**config.mk**
```make
export PLATFORM = sky130hd
export DESIGN_NAME = modular_exponentiation
export DESIGN_NICKNAME = d
export VERILOG_FILES = /design/src/rtl/mme_pkg.sv /design/src/rtl/modular_exponentiation.sv /design/src/rtl/mme_regs.sv /design/src/rtl/mme_modmul.sv
export SDC_FILE = /design/constraint.sdc
export NUM_CORES = 1
export LEC_CHECK = 0
export BUFFER_PORTS_ARGS = -buffer_cell sky130_fd_sc_hd__buf_2
export CORE_MARGIN = 8
export CORE_UTILIZATION = 50
export CTS_CLUSTER_SIZE = 8
export DETAILED_ROUTE_END_ITERATION = 7
export PLACE_DENSITY = 0.68
export SLEW_MARGIN = 20
export SYNTH_ARGS = -nofsm -noshare
export SYNTH_HDL_FRONTEND = slang
export SYNTH_SLANG_ARGS = --single-unit
```
**constraint.sdc**
```tcl
create_clock -name clk_i -period 6.5 [get_ports clk_i]
set_input_delay 0.65 -clock clk_i [delete_from_list [all_inputs] [get_ports clk_i]]
set_output_delay 0.65 -clock clk_i [all_outputs]
set_load 0.02 [all_outputs]
```
**src/rtl/mme_pkg.sv**
```systemverilog
package mme_pkg;

  localparam int unsigned KeyWidth = 32;
  localparam int unsigned DataWidth = (KeyWidth > 32) ? 64 : 32;
  localparam int unsigned AddrWidth = (KeyWidth > 32) ? 4 : 3;
  localparam int unsigned CntWidth = $clog2(KeyWidth);

  typedef logic [KeyWidth-1:0] key_t;

  // Register index as decoded from the byte address.
  typedef enum logic {
    REG_EXPONENT = 1'b0,
    REG_MODULUS  = 1'b1
  } reg_idx_e;

  localparam key_t ExponentReset = key_t'(0);
  localparam key_t ModulusReset  = key_t'(1);

endpackage

```
**src/rtl/modular_exponentiation.sv**
```systemverilog
// Channel   Handshake              Payload
// -------   --------------------   ----------------
// input     start / busy           message_value_i
// result    done_o (strobe)        result_value_o
// config    psel/penable/pwrite    paddr, pwdata, prdata
//
// One word at a time. A message is first reduced modulo the modulus, then the
// exponent is scanned over all of its bits, MSB first: one square per bit and
// one extra multiply per set bit. Each modular multiply is done by a bit-serial
// unit. A zero exponent returns 1 without any multiply.
// Reset is asynchronous and active low. The receiver cannot stall results.
module modular_exponentiation (
  input  logic                           clk_i,
  input  logic                           rst_ni,
  input  logic                           start,
  output logic                           busy,
  input  logic [mme_pkg::KeyWidth-1:0]   message_value_i,
  output logic                           done_o,
  output logic [mme_pkg::KeyWidth-1:0]   result_value_o,
  input  logic                           psel,
  input  logic                           penable,
  input  logic                           pwrite,
  input  logic [mme_pkg::AddrWidth-1:0]  paddr,
  input  logic [mme_pkg::DataWidth-1:0]  pwdata,
  output logic [mme_pkg::DataWidth-1:0]  prdata,
  output logic                           pready
);
  import mme_pkg::*;

  typedef enum logic [4:0] {
    S_IDLE   = 5'b00001,
    S_REDUCE = 5'b00010,
    S_SQUARE = 5'b00100,
    S_MULT   = 5'b01000,
    S_DONE   = 5'b10000
  } state_e;

  state_e              state_q, state_d;
  key_t                exponent;
  key_t                modulus;
  key_t                m_eff;
  key_t                one;
  key_t                m_q, m_d;
  key_t                acc_q, acc_d;
  key_t                base_q, base_d;
  key_t                exp_q, exp_d;
  logic [CntWidth-1:0] bit_q, bit_d;

  logic mul_start;
  key_t mul_a;
  key_t mul_b;
  key_t mul_m;
  logic mul_done;
  key_t mul_p;

  mme_regs u_regs (
    .clk_i      (clk_i),
    .rst_ni     (rst_ni),
    .psel       (psel),
    .penable    (penable),
    .pwrite     (pwrite),
    .paddr      (paddr),
    .pwdata     (pwdata),
    .prdata     (prdata),
    .pready     (pready),
    .exponent_o (exponent),
    .modulus_o  (modulus)
  );

  mme_modmul u_modmul (
    .clk_i   (clk_i),
    .rst_ni  (rst_ni),
    .start_i (mul_start),
    .a_i     (mul_a),
    .b_i     (mul_b),
    .m_i     (mul_m),
    .done_o  (mul_done),
    .p_o     (mul_p)
  );

  // A zero modulus behaves as a modulus of one.
  assign m_eff = (modulus == '0) ? key_t'(1) : modulus;
  assign one   = (m_eff == key_t'(1)) ? '0 : key_t'(1);

  always_comb begin
    state_d   = state_q;
    acc_d     = acc_q;
    base_d    = base_q;
    exp_d     = exp_q;
    bit_d     = bit_q;
    m_d       = m_q;
    mul_start = 1'b0;
    mul_a     = acc_q;
    mul_b     = acc_q;
    mul_m     = m_q;
    unique case (state_q) inside
      S_IDLE: begin
        if (start) begin
          if (exponent == '0) begin
            acc_d   = key_t'(1);
            state_d = S_DONE;
          end else begin
            // The message is reduced by multiplying it with 1 mod m.
            m_d       = m_eff;
            acc_d     = one;
            exp_d     = exponent;
            mul_start = 1'b1;
            mul_a     = one;
            mul_b     = message_value_i;
            mul_m     = m_eff;
            state_d   = S_REDUCE;
          end
        end
      end
      S_REDUCE: begin
        if (mul_done) begin
          base_d    = mul_p;
          bit_d     = CntWidth'(KeyWidth - 1);
          mul_start = 1'b1;
          state_d   = S_SQUARE;
        end
      end
      S_SQUARE, S_MULT: begin
        if (mul_done) begin
          acc_d = mul_p;
          if ((state_q == S_SQUARE) && exp_q[KeyWidth-1]) begin
            mul_start = 1'b1;
            mul_a     = base_q;
            mul_b     = mul_p;
            state_d   = S_MULT;
          end else begin
            exp_d = {exp_q[KeyWidth-2:0], 1'b0};
            if (bit_q == '0) begin
              state_d = S_DONE;
            end else begin
              bit_d     = bit_q - CntWidth'(1);
              mul_start = 1'b1;
              mul_a     = mul_p;
              mul_b     = mul_p;
              state_d   = S_SQUARE;
            end
          end
        end
      end
      S_DONE: begin
        state_d = S_IDLE;
      end
      default: begin
        state_d = S_IDLE;
      end
    endcase
  end

  always_ff @(posedge clk_i or negedge rst_ni) begin
    if (!rst_ni) begin
      state_q <= S_IDLE;
      bit_q   <= '0;
    end else begin
      state_q <= state_d;
      bit_q   <= bit_d;
    end
  end

  always_ff @(posedge clk_i) begin
    acc_q  <= acc_d;
    base_q <= base_d;
    exp_q  <= exp_d;
    m_q    <= m_d;
  end

  assign busy           = (state_q != S_IDLE);
  assign done_o         = (state_q == S_DONE);
  assign result_value_o = acc_q;

endmodule

```
**src/rtl/mme_regs.sv**
```systemverilog
module mme_regs (
  input  logic                           clk_i,
  input  logic                           rst_ni,
  input  logic                           psel,
  input  logic                           penable,
  input  logic                           pwrite,
  input  logic [mme_pkg::AddrWidth-1:0]  paddr,
  input  logic [mme_pkg::DataWidth-1:0]  pwdata,
  output logic [mme_pkg::DataWidth-1:0]  prdata,
  output logic                           pready,
  output mme_pkg::key_t                  exponent_o,
  output mme_pkg::key_t                  modulus_o
);
  import mme_pkg::*;

  key_t     exponent_q;
  key_t     modulus_q;
  reg_idx_e idx;
  logic     wr_en;

  // Only the register-select bit of the byte address is decoded.
  assign idx   = reg_idx_e'(paddr[AddrWidth-1]);
  assign wr_en = psel & penable & pwrite;
  assign pready = 1'b1;

  always_ff @(posedge clk_i or negedge rst_ni) begin
    if (!rst_ni) begin
      exponent_q <= ExponentReset;
      modulus_q  <= ModulusReset;
    end else if (wr_en) begin
      unique case (idx)
        REG_EXPONENT: exponent_q <= pwdata[KeyWidth-1:0];
        REG_MODULUS:  modulus_q  <= pwdata[KeyWidth-1:0];
        default: ;
      endcase
    end
  end

  always_comb begin
    unique case (idx)
      REG_EXPONENT: prdata = DataWidth'(exponent_q);
      REG_MODULUS:  prdata = DataWidth'(modulus_q);
      default:      prdata = '0;
    endcase
  end

  assign exponent_o = exponent_q;
  assign modulus_o  = modulus_q;

endmodule

```
**src/rtl/mme_modmul.sv**
```systemverilog
module mme_modmul (
  input  logic          clk_i,
  input  logic          rst_ni,
  input  logic          start_i,
  input  mme_pkg::key_t a_i,
  input  mme_pkg::key_t b_i,
  input  mme_pkg::key_t m_i,
  output logic          done_o,
  output mme_pkg::key_t p_o
);
  import mme_pkg::*;

  localparam int unsigned SumWidth = KeyWidth + 2;

  logic                run_q;
  logic                done_q;
  logic [CntWidth-1:0] cnt_q;
  key_t                a_q;
  key_t                b_q;
  key_t                m_q;
  key_t                acc_q;
  key_t                acc_d;

  logic [SumWidth-1:0] sum;
  logic [SumWidth-1:0] m1;
  logic [SumWidth-1:0] m2;
  key_t                addend;

  // Interleaved multiply: acc = 2*acc + bit*a, then bring it back below m.
  // With acc < m and a < m the sum stays below 3m, so at most 2m is removed.
  always_comb begin
    addend = b_q[KeyWidth-1] ? a_q : '0;
    sum    = {1'b0, acc_q, 1'b0} + {2'b00, addend};
    m1     = {2'b00, m_q};
    m2     = {1'b0, m_q, 1'b0};
    if (sum >= m2) begin
      acc_d = key_t'(sum - m2);
    end else if (sum >= m1) begin
      acc_d = key_t'(sum - m1);
    end else begin
      acc_d = sum[KeyWidth-1:0];
    end
  end

  always_ff @(posedge clk_i or negedge rst_ni) begin
    if (!rst_ni) begin
      run_q  <= 1'b0;
      done_q <= 1'b0;
      cnt_q  <= '0;
    end else begin
      done_q <= 1'b0;
      if (start_i) begin
        run_q <= 1'b1;
        cnt_q <= CntWidth'(KeyWidth - 1);
      end else if (run_q) begin
        cnt_q <= cnt_q - CntWidth'(1);
        if (cnt_q == '0) begin
          run_q  <= 1'b0;
          done_q <= 1'b1;
        end
      end
    end
  end

  always_ff @(posedge clk_i) begin
    if (start_i) begin
      a_q   <= a_i;
      b_q   <= b_i;
      m_q   <= m_i;
      acc_q <= '0;
    end else if (run_q) begin
      acc_q <= acc_d;
      b_q   <= {b_q[KeyWidth-2:0], 1'b0};
    end
  end

  assign done_o = done_q;
  assign p_o    = acc_q;

endmodule
```
==> results of run 1 <==
[path summary, 6_finish.rpt]
kind	cells past startpoint	slack [ps]	end	start
worst min register to register	2	440	m_q[6]	m_q[6]
max in group asynchronous	1	5830	u_regs.modulus_o[7]	rst_ni
worst min-delay path	1	140	u_regs.exponent_o[23]	rst_ni
worst max register to register	23	410	u_modmul.p_o[1]	u_modmul.b_q[31]
worst max-delay path	23	410	u_modmul.p_o[1]	u_modmul.b_q[31]
min in group clk_i	2	330	u_regs.modulus_o[17]	pwdata[17]
[kinds of logic (layout without fill, tap and decap cells)]
group	after synthesis	count (layout)	share of synthesized area, %
and+or+nand+nor	642	642	14.86
AOI/OAI and AO/OA	573	573	17.98
DFF	337	337	44.67
buffers and inverters	183	334	3.534
muxes	170	170	8.990
adders and majority gates	101	101	6.330
xor gates and xnor gates	84	84	3.621
other	1	1	0.01846
[per-stage QoR]
stage / hold WS [ps] / setup slack, ps / instance area, um2 / util (%)
finish: 136.9 / 412.2 / 23060 / 57.00
global route: 188.0 / 18.75 / 23060 / 57.00
CTS: 305.6 / 309.4 / 22960 / 56.76
detailed placement: 434.3 / 337.8 / 21570 / 53.31
global placement: 426.2 / 412.5 / 21570 / 53.31
floorplan: 354.4 / 1252 / 20320 / -
[area by class of cell]
type	count	area share, %
multi-input cells	1571	46.06
flip-flops and latches	337	39.35
clock buffers	87	5.978
repair buffers	175	4.497
well taps	532	2.886
inverters	70	1.150
clock inverters	2	0.07595
[layer usage]
layer  up-vias  part of all wire (%)  track usage, %
met4         0                   2.0           5.951
li1       7979                     -               -
met5         -                     0               0
met1      8135                    44           31.14
met2       447                    49           38.96
met3        81                   4.5           2.940
[synth_stat cells, types with 11 or more instances]
library cell  count  share of area, %
dfxtp_1          64               6.3
clkbuf_1         96               1.8
o21ai_0         105               2.6
a31oi_1          52               1.6
ha_1             98               6.0
edfxtp_1        192                28
o22ai_1          11              0.34
nor3_1           23              0.57
xnor2_1          57               2.5
a21o_1           44               1.6
nor2_1           99               1.8
a21oi_1         178               4.4
o21a_1           44               1.6
inv_1            68               1.3
a211oi_1         15              0.55
o21bai_1         16              0.59
dfrtp_1          79               9.7
nand2_1         285               5.3
nor4_1           25              0.77
o221ai_1         33               1.4
mux2_2          100               5.5
xor2_1           27               1.2
and2_1           39               1.2
o211ai_1         18              0.67
nand4_1          22              0.68
nand3_1          55               1.4
mux2i_1          70               3.4
and3_1           40               1.2
[sequential cells by signal (all words and copies together) (netlist names)]
| register | flops |
|---|---|
| base_q | 32 |
| exp_q | 32 |
| m_q | 32 |
| result_value_o | 32 |
| u_modmul.a_q | 32 |
| u_modmul.b_q | 32 |
| u_modmul.m_q | 32 |
| u_modmul.p_o | 32 |
| u_regs.exponent_o | 32 |
| u_regs.modulus_o | 32 |
| bit_q | 5 |
| state_q | 5 |
| u_modmul.cnt_q | 5 |
| u_modmul.done_o | 1 |
| u_modmul.run_q | 1 |
[report_power, final]
group / switching, uW / total (uW) / internal [uW]
sequential: 112 / 2440 / 2330
clock: 929 / 2340 / 1420
combinational: 162 / 323 / 162
[worst reg2reg max path, stage by stage, from the launching register on]
cell	delay (ps)
edfxtp_1	430
buf_12	180
buf_4	180
and2_1	150
ha_1	360
a21o_1	220
a211oi_1	240
a21o_1	240
nand2_1	150
a31oi_1	350
o21ai_0	120
a21oi_1	190
xnor2_1	200
ha_1	360
a21oi_1	250
o21a_1	200
nand2_1	70
o311ai_0	550
a21oi_1	220
or4_1	560
buf_12	210
mux2_2	300
o21ai_0	140
o31ai_1	80
[repair_timing]
| item | in CTS | in global routing |
|---|---|---|
| resized for setup | 0 | 2 |
| endpoints found under the setup margin | 0 | 32 |
| endpoints found under the hold margin | 0 | 0 |
| buffers inserted | 0 | 1 |
==> results_dict.tcl, run 1 <==
set metrics [dict create \
    max_slew_margin_pct 44.25 \
    fin_crit_sh_pct 93.66 \
    grt_pass1_vias 16340 \
    die_y_um 217.6 \
    status "completed" \
    critPathArrivalTime_ps 6520 \
    clock_sinks 337 \
    setup-violations-final 0 \
    crit_buf_inv 3 \
    cts_tree "built" \
    finalMaxSlewViolations 0 \
    start_util_pct 50.22 \
    num_io_pins 140 \
    clock_latency_ps 580 \
    routabilityCongestion 0.9329 \
    rsz0062_at_grt "no" \
    h-tree-depth 2 \
    grt_pass1_wl_um 89230 \
    drive_gt1_share_pct 16.19 \
    die_w_um 217.6 \
    cts_made_buffers 48 \
    routed_wl_um 56060 \
    maxCapViolCount 0 \
    yosys_warnings 0 \
    ant_nets 0 \
    final_common_cell "nand2_1" \
    area_growth_pct 13.50 \
    synth-edff-count 192 \
    diodes 0 \
    grt_antenna_before_repair 0 \
    postSynthCellCount 2091 \
    multi_input_area_um2 10620 \
    cp-start-kind "flip-flop" \
    dp_hpwl_um 40750 \
    fmaxAchievable_mhz 164.3 \
    via_per_inst 5.999 \
    power_uw 5110 \
    dp.cells 2682 \
    nFillCells 3522 \
    syn_avg_cell_area_um2 9.718 \
    critPathRequiredTime_ps 6930 \
    syn_area_um2 20320 \
    path_clk_slew_ps 50 \
    grt_use_total_pct 23.10 \
    ys.flop_type "edfxtp_1" \
    core_area_um2 40460 \
    final_cell_mix "nand2_1, edfxtp_1, a21oi_1, buf_2, o21ai_0" \
    ys_seq_area_share_pct 44.67 \
    cellPowerDensity_nw_per_um2 221.6 \
    drt-wirelength-per-cell_um 20.21 \
    crit_top_cell "a21oi_1" \
    fin_skew_ps 30.45 \
    hold_class "in -> async" \
    max_stage_delay_ps 560 \
    row_count 74 \
    crit_path_end_kind "flip-flop" \
    hold_violations 0 \
    crit_type "reg -> reg" \
    cts_root_buffer "clkbuf_16" \
    cts_hold_buf 0 \
    crit_chain "buf_12 > buf_4 > and2_1 > ha_1 > a21o_1 > a211oi_1 > a21o_1 > nand2_1 > a31oi_1 > o21ai_0 > a21oi_1 > xnor2_1 > ha_1 > a21oi_1 > o21a_1 > nand2_1 > o311ai_0 > a21oi_1 > or4_1 > buf_12 > mux2_2 > o21ai_0 > o31ai_1" \
    cp_top_family "compound AO/OA/AOI/OAI gates" \
    drt_iter0_markers 1323 \
    portBuffers 136 \
    async_flop_share_pct 24.04 \
    tightest_slew_ps 836.2 \
    area.sequential_um2 9076 \
    power_leakage_uw 0.009835 \
    vias 16640 \
    irDropWorstVdd_mv 0.2090 \
    critPathSlowestCell "or4_1" \
    die-area_um2 47350 \
    overflow 0 \
    drtPass1Iterations 6 \
    path_max_fanout 36 \
    finalCriticalPeriod_ps 6088 \
    final_cells 2774 \
    grt_max_degree 82 \
    cts_buffer_depth 3 \
    fin_tns_setup_ps 0 \
    drc 0 \
    final_nets 2377 \
    synth_nets 2265 \
    synth.distinct_cells 80 \
    ys_ff_latch 337 \
]
Power figures use the tool's default switching activity.
==> inputs of run 2 (changes only) <==
--- a/config.mk
+++ b/config.mk
@@ -5,6 +5,7 @@
 export SDC_FILE = /design/constraint.sdc
 export NUM_CORES = 1
 export LEC_CHECK = 0
+export ABC_AREA = 1
 export BUFFER_PORTS_ARGS = -buffer_cell sky130_fd_sc_hd__buf_2
 export CORE_MARGIN = 8
 export CORE_UTILIZATION = 50
==> results_dict.tcl, run 2 <==
set metrics [dict create \
    status "completed" \
    max_slew_margin_pct 23.22 \
    cts_tree "built" \
    syn_area_um2 22370 \
    finalMaxSlewViolations 0 \
    critPathArrivalTime_ps 5920 \
    crit_type "reg -> reg" \
    fmaxAchievable_mhz 182.0 \
    critPathRequiredTime_ps 6920 \
    post-synth-top-count-cell "nand2_1" \
    path_max_fanout 35 \
    tightest_slew_ps 1145 \
    nFillCells 4205 \
    hold_violations 0 \
    cp-start-kind "flip-flop" \
    drc 0 \
    cts_root_buffer "clkbuf_16" \
    final_cell_mix "nand2_1, inv_1, o21ai_0, a21oi_1, edfxtp_1" \
    fin_tns_setup_ps 0 \
    h-tree-depth 2 \
    async_flop_share_pct 24.04 \
    grt_pass1_vias 19820 \
    die_w_um 227.5 \
    max_stage_delay_ps 660 \
    ys.flop_type "edfxtp_1" \
    cts_resized 0 \
    cts_made_buffers 48 \
    cp-startpoint "u_modmul.b_q[31]" \
    path_clk_slew_ps 50 \
    rsz0062_at_grt "no" \
    grt_antenna_before_repair 0 \
    fin_crit_sh_pct 84.55 \
    drive_gt1_share_pct 10.74 \
    critPathSlowestCell "edfxtp_1" \
    synth.area.top_cells "edfxtp_1, nand2_1, dfrtp_1, inv_1, dfxtp_1" \
    drt_iter0_markers 1824 \
    via_per_inst 5.595 \
    crit_buf_inv 5 \
    grt_max_degree 98 \
    clock_sinks 337 \
    syn_avg_cell_area_um2 7.493 \
    routed_wl_um 73630 \
    cts_hold_buf 0 \
    ys_ff_latch 337 \
    core_area_um2 44220 \
    area_growth_pct 11.35 \
    drtPass1Iterations 6 \
    cts_setup_buffers 0 \
    synth_top_cell_by_area "edfxtp_1" \
    overflow 0 \
    grt_pass1_wl_um 112700 \
    final_nets 3262 \
    postSynthCellCount 2986 \
    synth.distinct_cells 59 \
    crit_top_cell "nand2_1" \
    die-area_um2 51770 \
    routabilityCongestion 1.022 \
    start_util_pct 50.59 \
    fin_skew_ps 35.56 \
    synth_nets 3160 \
    finalCriticalPeriod_ps 5495 \
    cts_buffer_depth 3 \
    hold_class "in -> async" \
    row_count 77 \
    setup-violations-final 0 \
    reg2reg_from "u_modmul.b_q[31]" \
    yosys_warnings 0 \
    die_y_um 227.5 \
    clock_latency_ps 600 \
    crit_path_end_kind "flip-flop" \
    grt_use_total_pct 28.00 \
    maxCapViolCount 0 \
    synth-edff-count 192 \
    drt-wirelength-per-cell_um 19.79 \
    dp_hpwl_um 56420 \
    portBuffers 136 \
    vias 20810 \
    cp_top_family "simple AND/OR/NAND/NOR gates" \
    ant_nets 0 \
    final_common_cell "nand2_1" \
    diodes 0 \
    synthTopCellsByCount "nand2_1, inv_1, o21ai_0" \
    ys_seq_area_share_pct 40.57 \
    num_io_pins 140 \
    synth_top_cell_area_share_pct 25.77 \
]
run 2: cell count changes in the layout (fill, tap and decap cells not counted), sizes merged, moves of 32 or more:
cell    previous run  this run
o21ai            109       270
and2              39         6
o221ai            33         1
and3              40         3
a21o              44         9
a21oi            179       223
xnor2             57        22
a31oi             52         6
mux2             100         0
nor2              99       187
mux2i             70         0
inv               71       459
nand2            285       869
nand3             55        92
run 2: logic make-up after synthesis:
group	count (synthesis)	synth area share, %
fa+ha+maj	101	5.749
xor+xnor	70	2.740
other cells	1	0.01676
buf+inv	565	9.983
compound gates	644	16.76
flops	337	40.57
simple gates	1268	24.19
run 2: metal layers:
layer  track usage [%]  vias up  share of wire (%)  wire, um
li1                  -    10070                  -         -
met1             38.63     9900                 45     32970
met2             45.85      754                 47     34240
met3             4.174       92                6.5      4800
met4             7.057        0                2.2      1619
met5                 0        -                  0         0
run 2: worst paths after layout:
check	endpoint	slack, ps	depth (start not counted)
worst max register to register	u_modmul.p_o[0]	1000	29
worst min-delay path	state_q[1]	110	1
worst min register to register	u_modmul.done_o	460	1
worst max-delay path	u_modmul.p_o[0]	1000	29
max in group asynchronous	u_regs.modulus_o[22]	5860	1
min in group clk_i	u_regs.modulus_o[0]	320	3
run 2: stage by stage:
step / utilization, % / instance area [um2] / hold WS (ps) / cells / setup WS, ps
2_1_floorplan: - / 22370 / 354.4 / 2986 / 865.9
3_3_place_gp: 53.15 / 23510 / 446.9 / 3630 / 1161
3_5_place_dp: 53.15 / 23510 / 454.1 / 3630 / 1108
4_1_cts: 56.33 / 24910 / 271.9 / 3720 / 1081
5_1_grt: 56.34 / 24910 / 167.6 / 3720 / 644.2
6_report: 56.34 / 24910 / 106.1 / 3720 / 1005
run 2: area by class of cell:
cell class	instances	area (um2)	area share, %
clock inverter	4	50.05	0.2009
clock buffer	86	1354	5.434
multi-input combinational	2084	11110	44.59
tap	592	740.7	2.973
inverter	460	1727	6.931
sequential	337	9076	36.43
timing repair buffer	157	857.1	3.440
Power of run 2 is left out: the tool's default activity adds up to more than one toggle a clock period on the data nets, which glitch-free logic cannot reach.
==> inputs of run 3 (changes only) <==
--- a/config.mk
+++ b/config.mk
@@ -11,7 +11,7 @@
 export CORE_UTILIZATION = 50
 export CTS_CLUSTER_SIZE = 8
 export DETAILED_ROUTE_END_ITERATION = 7
-export PLACE_DENSITY = 0.68
+export PLACE_DENSITY = 0.7
 export SLEW_MARGIN = 20
 export SYNTH_ARGS = -nofsm -noshare
 export SYNTH_HDL_FRONTEND = slang
==> constraint.sdc (replaced) <==
create_clock -name clk_i -period 4.5 [get_ports clk_i]
set_input_delay 0.45 -clock clk_i [delete_from_list [all_inputs] [get_ports clk_i]]
set_output_delay 0.45 -clock clk_i [all_outputs]
set_load 0.02 [all_outputs]
==> results_dict.tcl, run 3 (synthesis results as in run 2) <==
set metrics [dict create \
    status "finished, violations left" \
    violations "negative setup slack" \
    die-area_um2 51770 \
    fin_util_pct 65.92 \
    rr_worst_depth 32 \
    cts_root_buffer "clkbuf_16" \
    grt_antenna_before_repair 0 \
    core_area_um2 44220 \
    dp_hpwl_um 60900 \
    timing.rr.end "u_modmul.p_o[9]" \
    grt_pass1_vias 21630 \
    critPathArrivalTime_ps 5000 \
    grt_max_degree 134 \
    rsz0062_at_grt "yes" \
    ant_nets 0 \
    fmaxAchievable_mhz 220.4 \
    row_count 77 \
    cts_tree "built" \
    drc 0 \
    vias 22660 \
    final_nets 3634 \
    drive_gt1_share_pct 26.28 \
    cts_made_buffers 48 \
    finalMaxSlewViolations 0 \
    overflow 0 \
    drt_iter0_markers 2237 \
    grt_use_total_pct 30.09 \
    finalCriticalPeriod_ps 4538 \
    grt_pass1_wl_um 121100 \
    max_stage_delay_ps 370 \
    finalWorstSetupSlack_ps -37.53 \
    max_slew_margin_pct 23.68 \
    reg2reg_from "u_modmul.b_q[31]" \
    hold_class "in -> reg" \
    min_to "u_regs.modulus_o[0]" \
    critPathSlowestCell "edfxtp_1" \
    fin_hold_ws_ps 144.9 \
    path_clk_slew_ps 50 \
    routed_wl_um 81030 \
    cts_buffer_depth 3 \
    setup-violations-final 13 \
    critPathRequiredTime_ps 4960 \
    cp-start-kind "flip-flop" \
    clock_latency_ps 590 \
    r2r_setup_slack_ps -40 \
    fin_skew_ps 42.06 \
    tightest_slew_ps 1145 \
    die_y_um 227.5 \
    via_per_inst 5.542 \
    crit_top_cell "nand2_2" \
    start_util_pct 50.59 \
    num_io_pins 140 \
    diodes 0 \
    maxCapViolCount 0 \
    hold_violations 0 \
    drtPass1Iterations 5 \
    fin_crit_sh_pct 100.8 \
    crit_path_end_kind "flip-flop" \
    portBuffers 136 \
    clock_sinks 337 \
    holdPathStages 3 \
    final_common_cell "nand2_1" \
    path_max_fanout 12 \
    die_w_um 227.5 \
    place_ws_ps -334.5 \
    cp_top_family "simple AND/OR/NAND/NOR gates" \
    crit_buf_inv 10 \
    fin_tns_setup_ps -223.7 \
    area_growth_pct 30.29 \
    hold_path.startpoint "pwdata[0]" \
    final_cell_mix "nand2_1, inv_1, buf_4, o21ai_0, edfxtp_1" \
    routabilityCongestion 1.002 \
    drt-wirelength-per-cell_um 19.82 \
    h-tree-depth 2 \
    crit_type "reg -> reg" \
]
-- run 3: cell types whose count changed in the layout (fill, tap and decap cells not counted), sizes merged, moves of 2 or more --
cell and change:
buf +365, inv -4, clkinvlp +3, nor2 +2
-- run 3: worst max path at each step --
stage / startpoint / endpoint / cells past startpoint
3_5_place_dp: u_modmul.b_q[31] / u_modmul.p_o[25] / 31
5_1_grt: u_modmul.b_q[31] / u_modmul.p_o[9] / 32
4_1_cts: u_modmul.b_q[31] / u_modmul.p_o[25] / 31
2_1_floorplan: state_q[0] / exp_q[0] / 6
3_3_place_gp: u_modmul.b_q[31] / u_modmul.p_o[25] / 31
6_report: u_modmul.b_q[31] / u_modmul.p_o[9] / 32
-- run 3: stage by stage --
stage / instances / cell area (um2)
2_1_floorplan: 2986 / 22380
3_5_place_dp: 3970 / 26120
5_1_grt: 4089 / 29150
4_1_cts: 4060 / 27660
3_3_place_gp: 3970 / 26120
6_report: 4089 / 29150
-- run 3: tightest hold or removal path, stage by stage --
cell and delay [ps]:
buf_2 90, inv_1 60, o21ai_0 80
-- run 3: what timing repair did --
action,4_1_cts,5_1_grt
endpoints found under the hold margin,0,1
setup buffers,2,25
resized for setup,28,254
hold buffers,0,1
pin swaps,4,65
endpoints found under the setup margin,32,32
cloned,1,5
-- run 3: layout make-up --
class,instances,area [um2]
multi-input combinational,2087,12350
fill,3801,15070
tap,592,740.7
clock buffer,84,1346
timing repair buffer,526,3844
clock inverter,3,55.05
sequential,337,9076
inverter,460,1740
-- run 3: per-layer routing --
layer  track usage [%]  wire [um]  vias to the layer above
li1                  -          -                    10810
met1             41.10      35170                    10780
met2             48.96      37900                      907
met3             4.586       5464                      161
met4             9.127       2497                        0
met5                 0          0                        -
Power of run 3 is left out for the same reason.
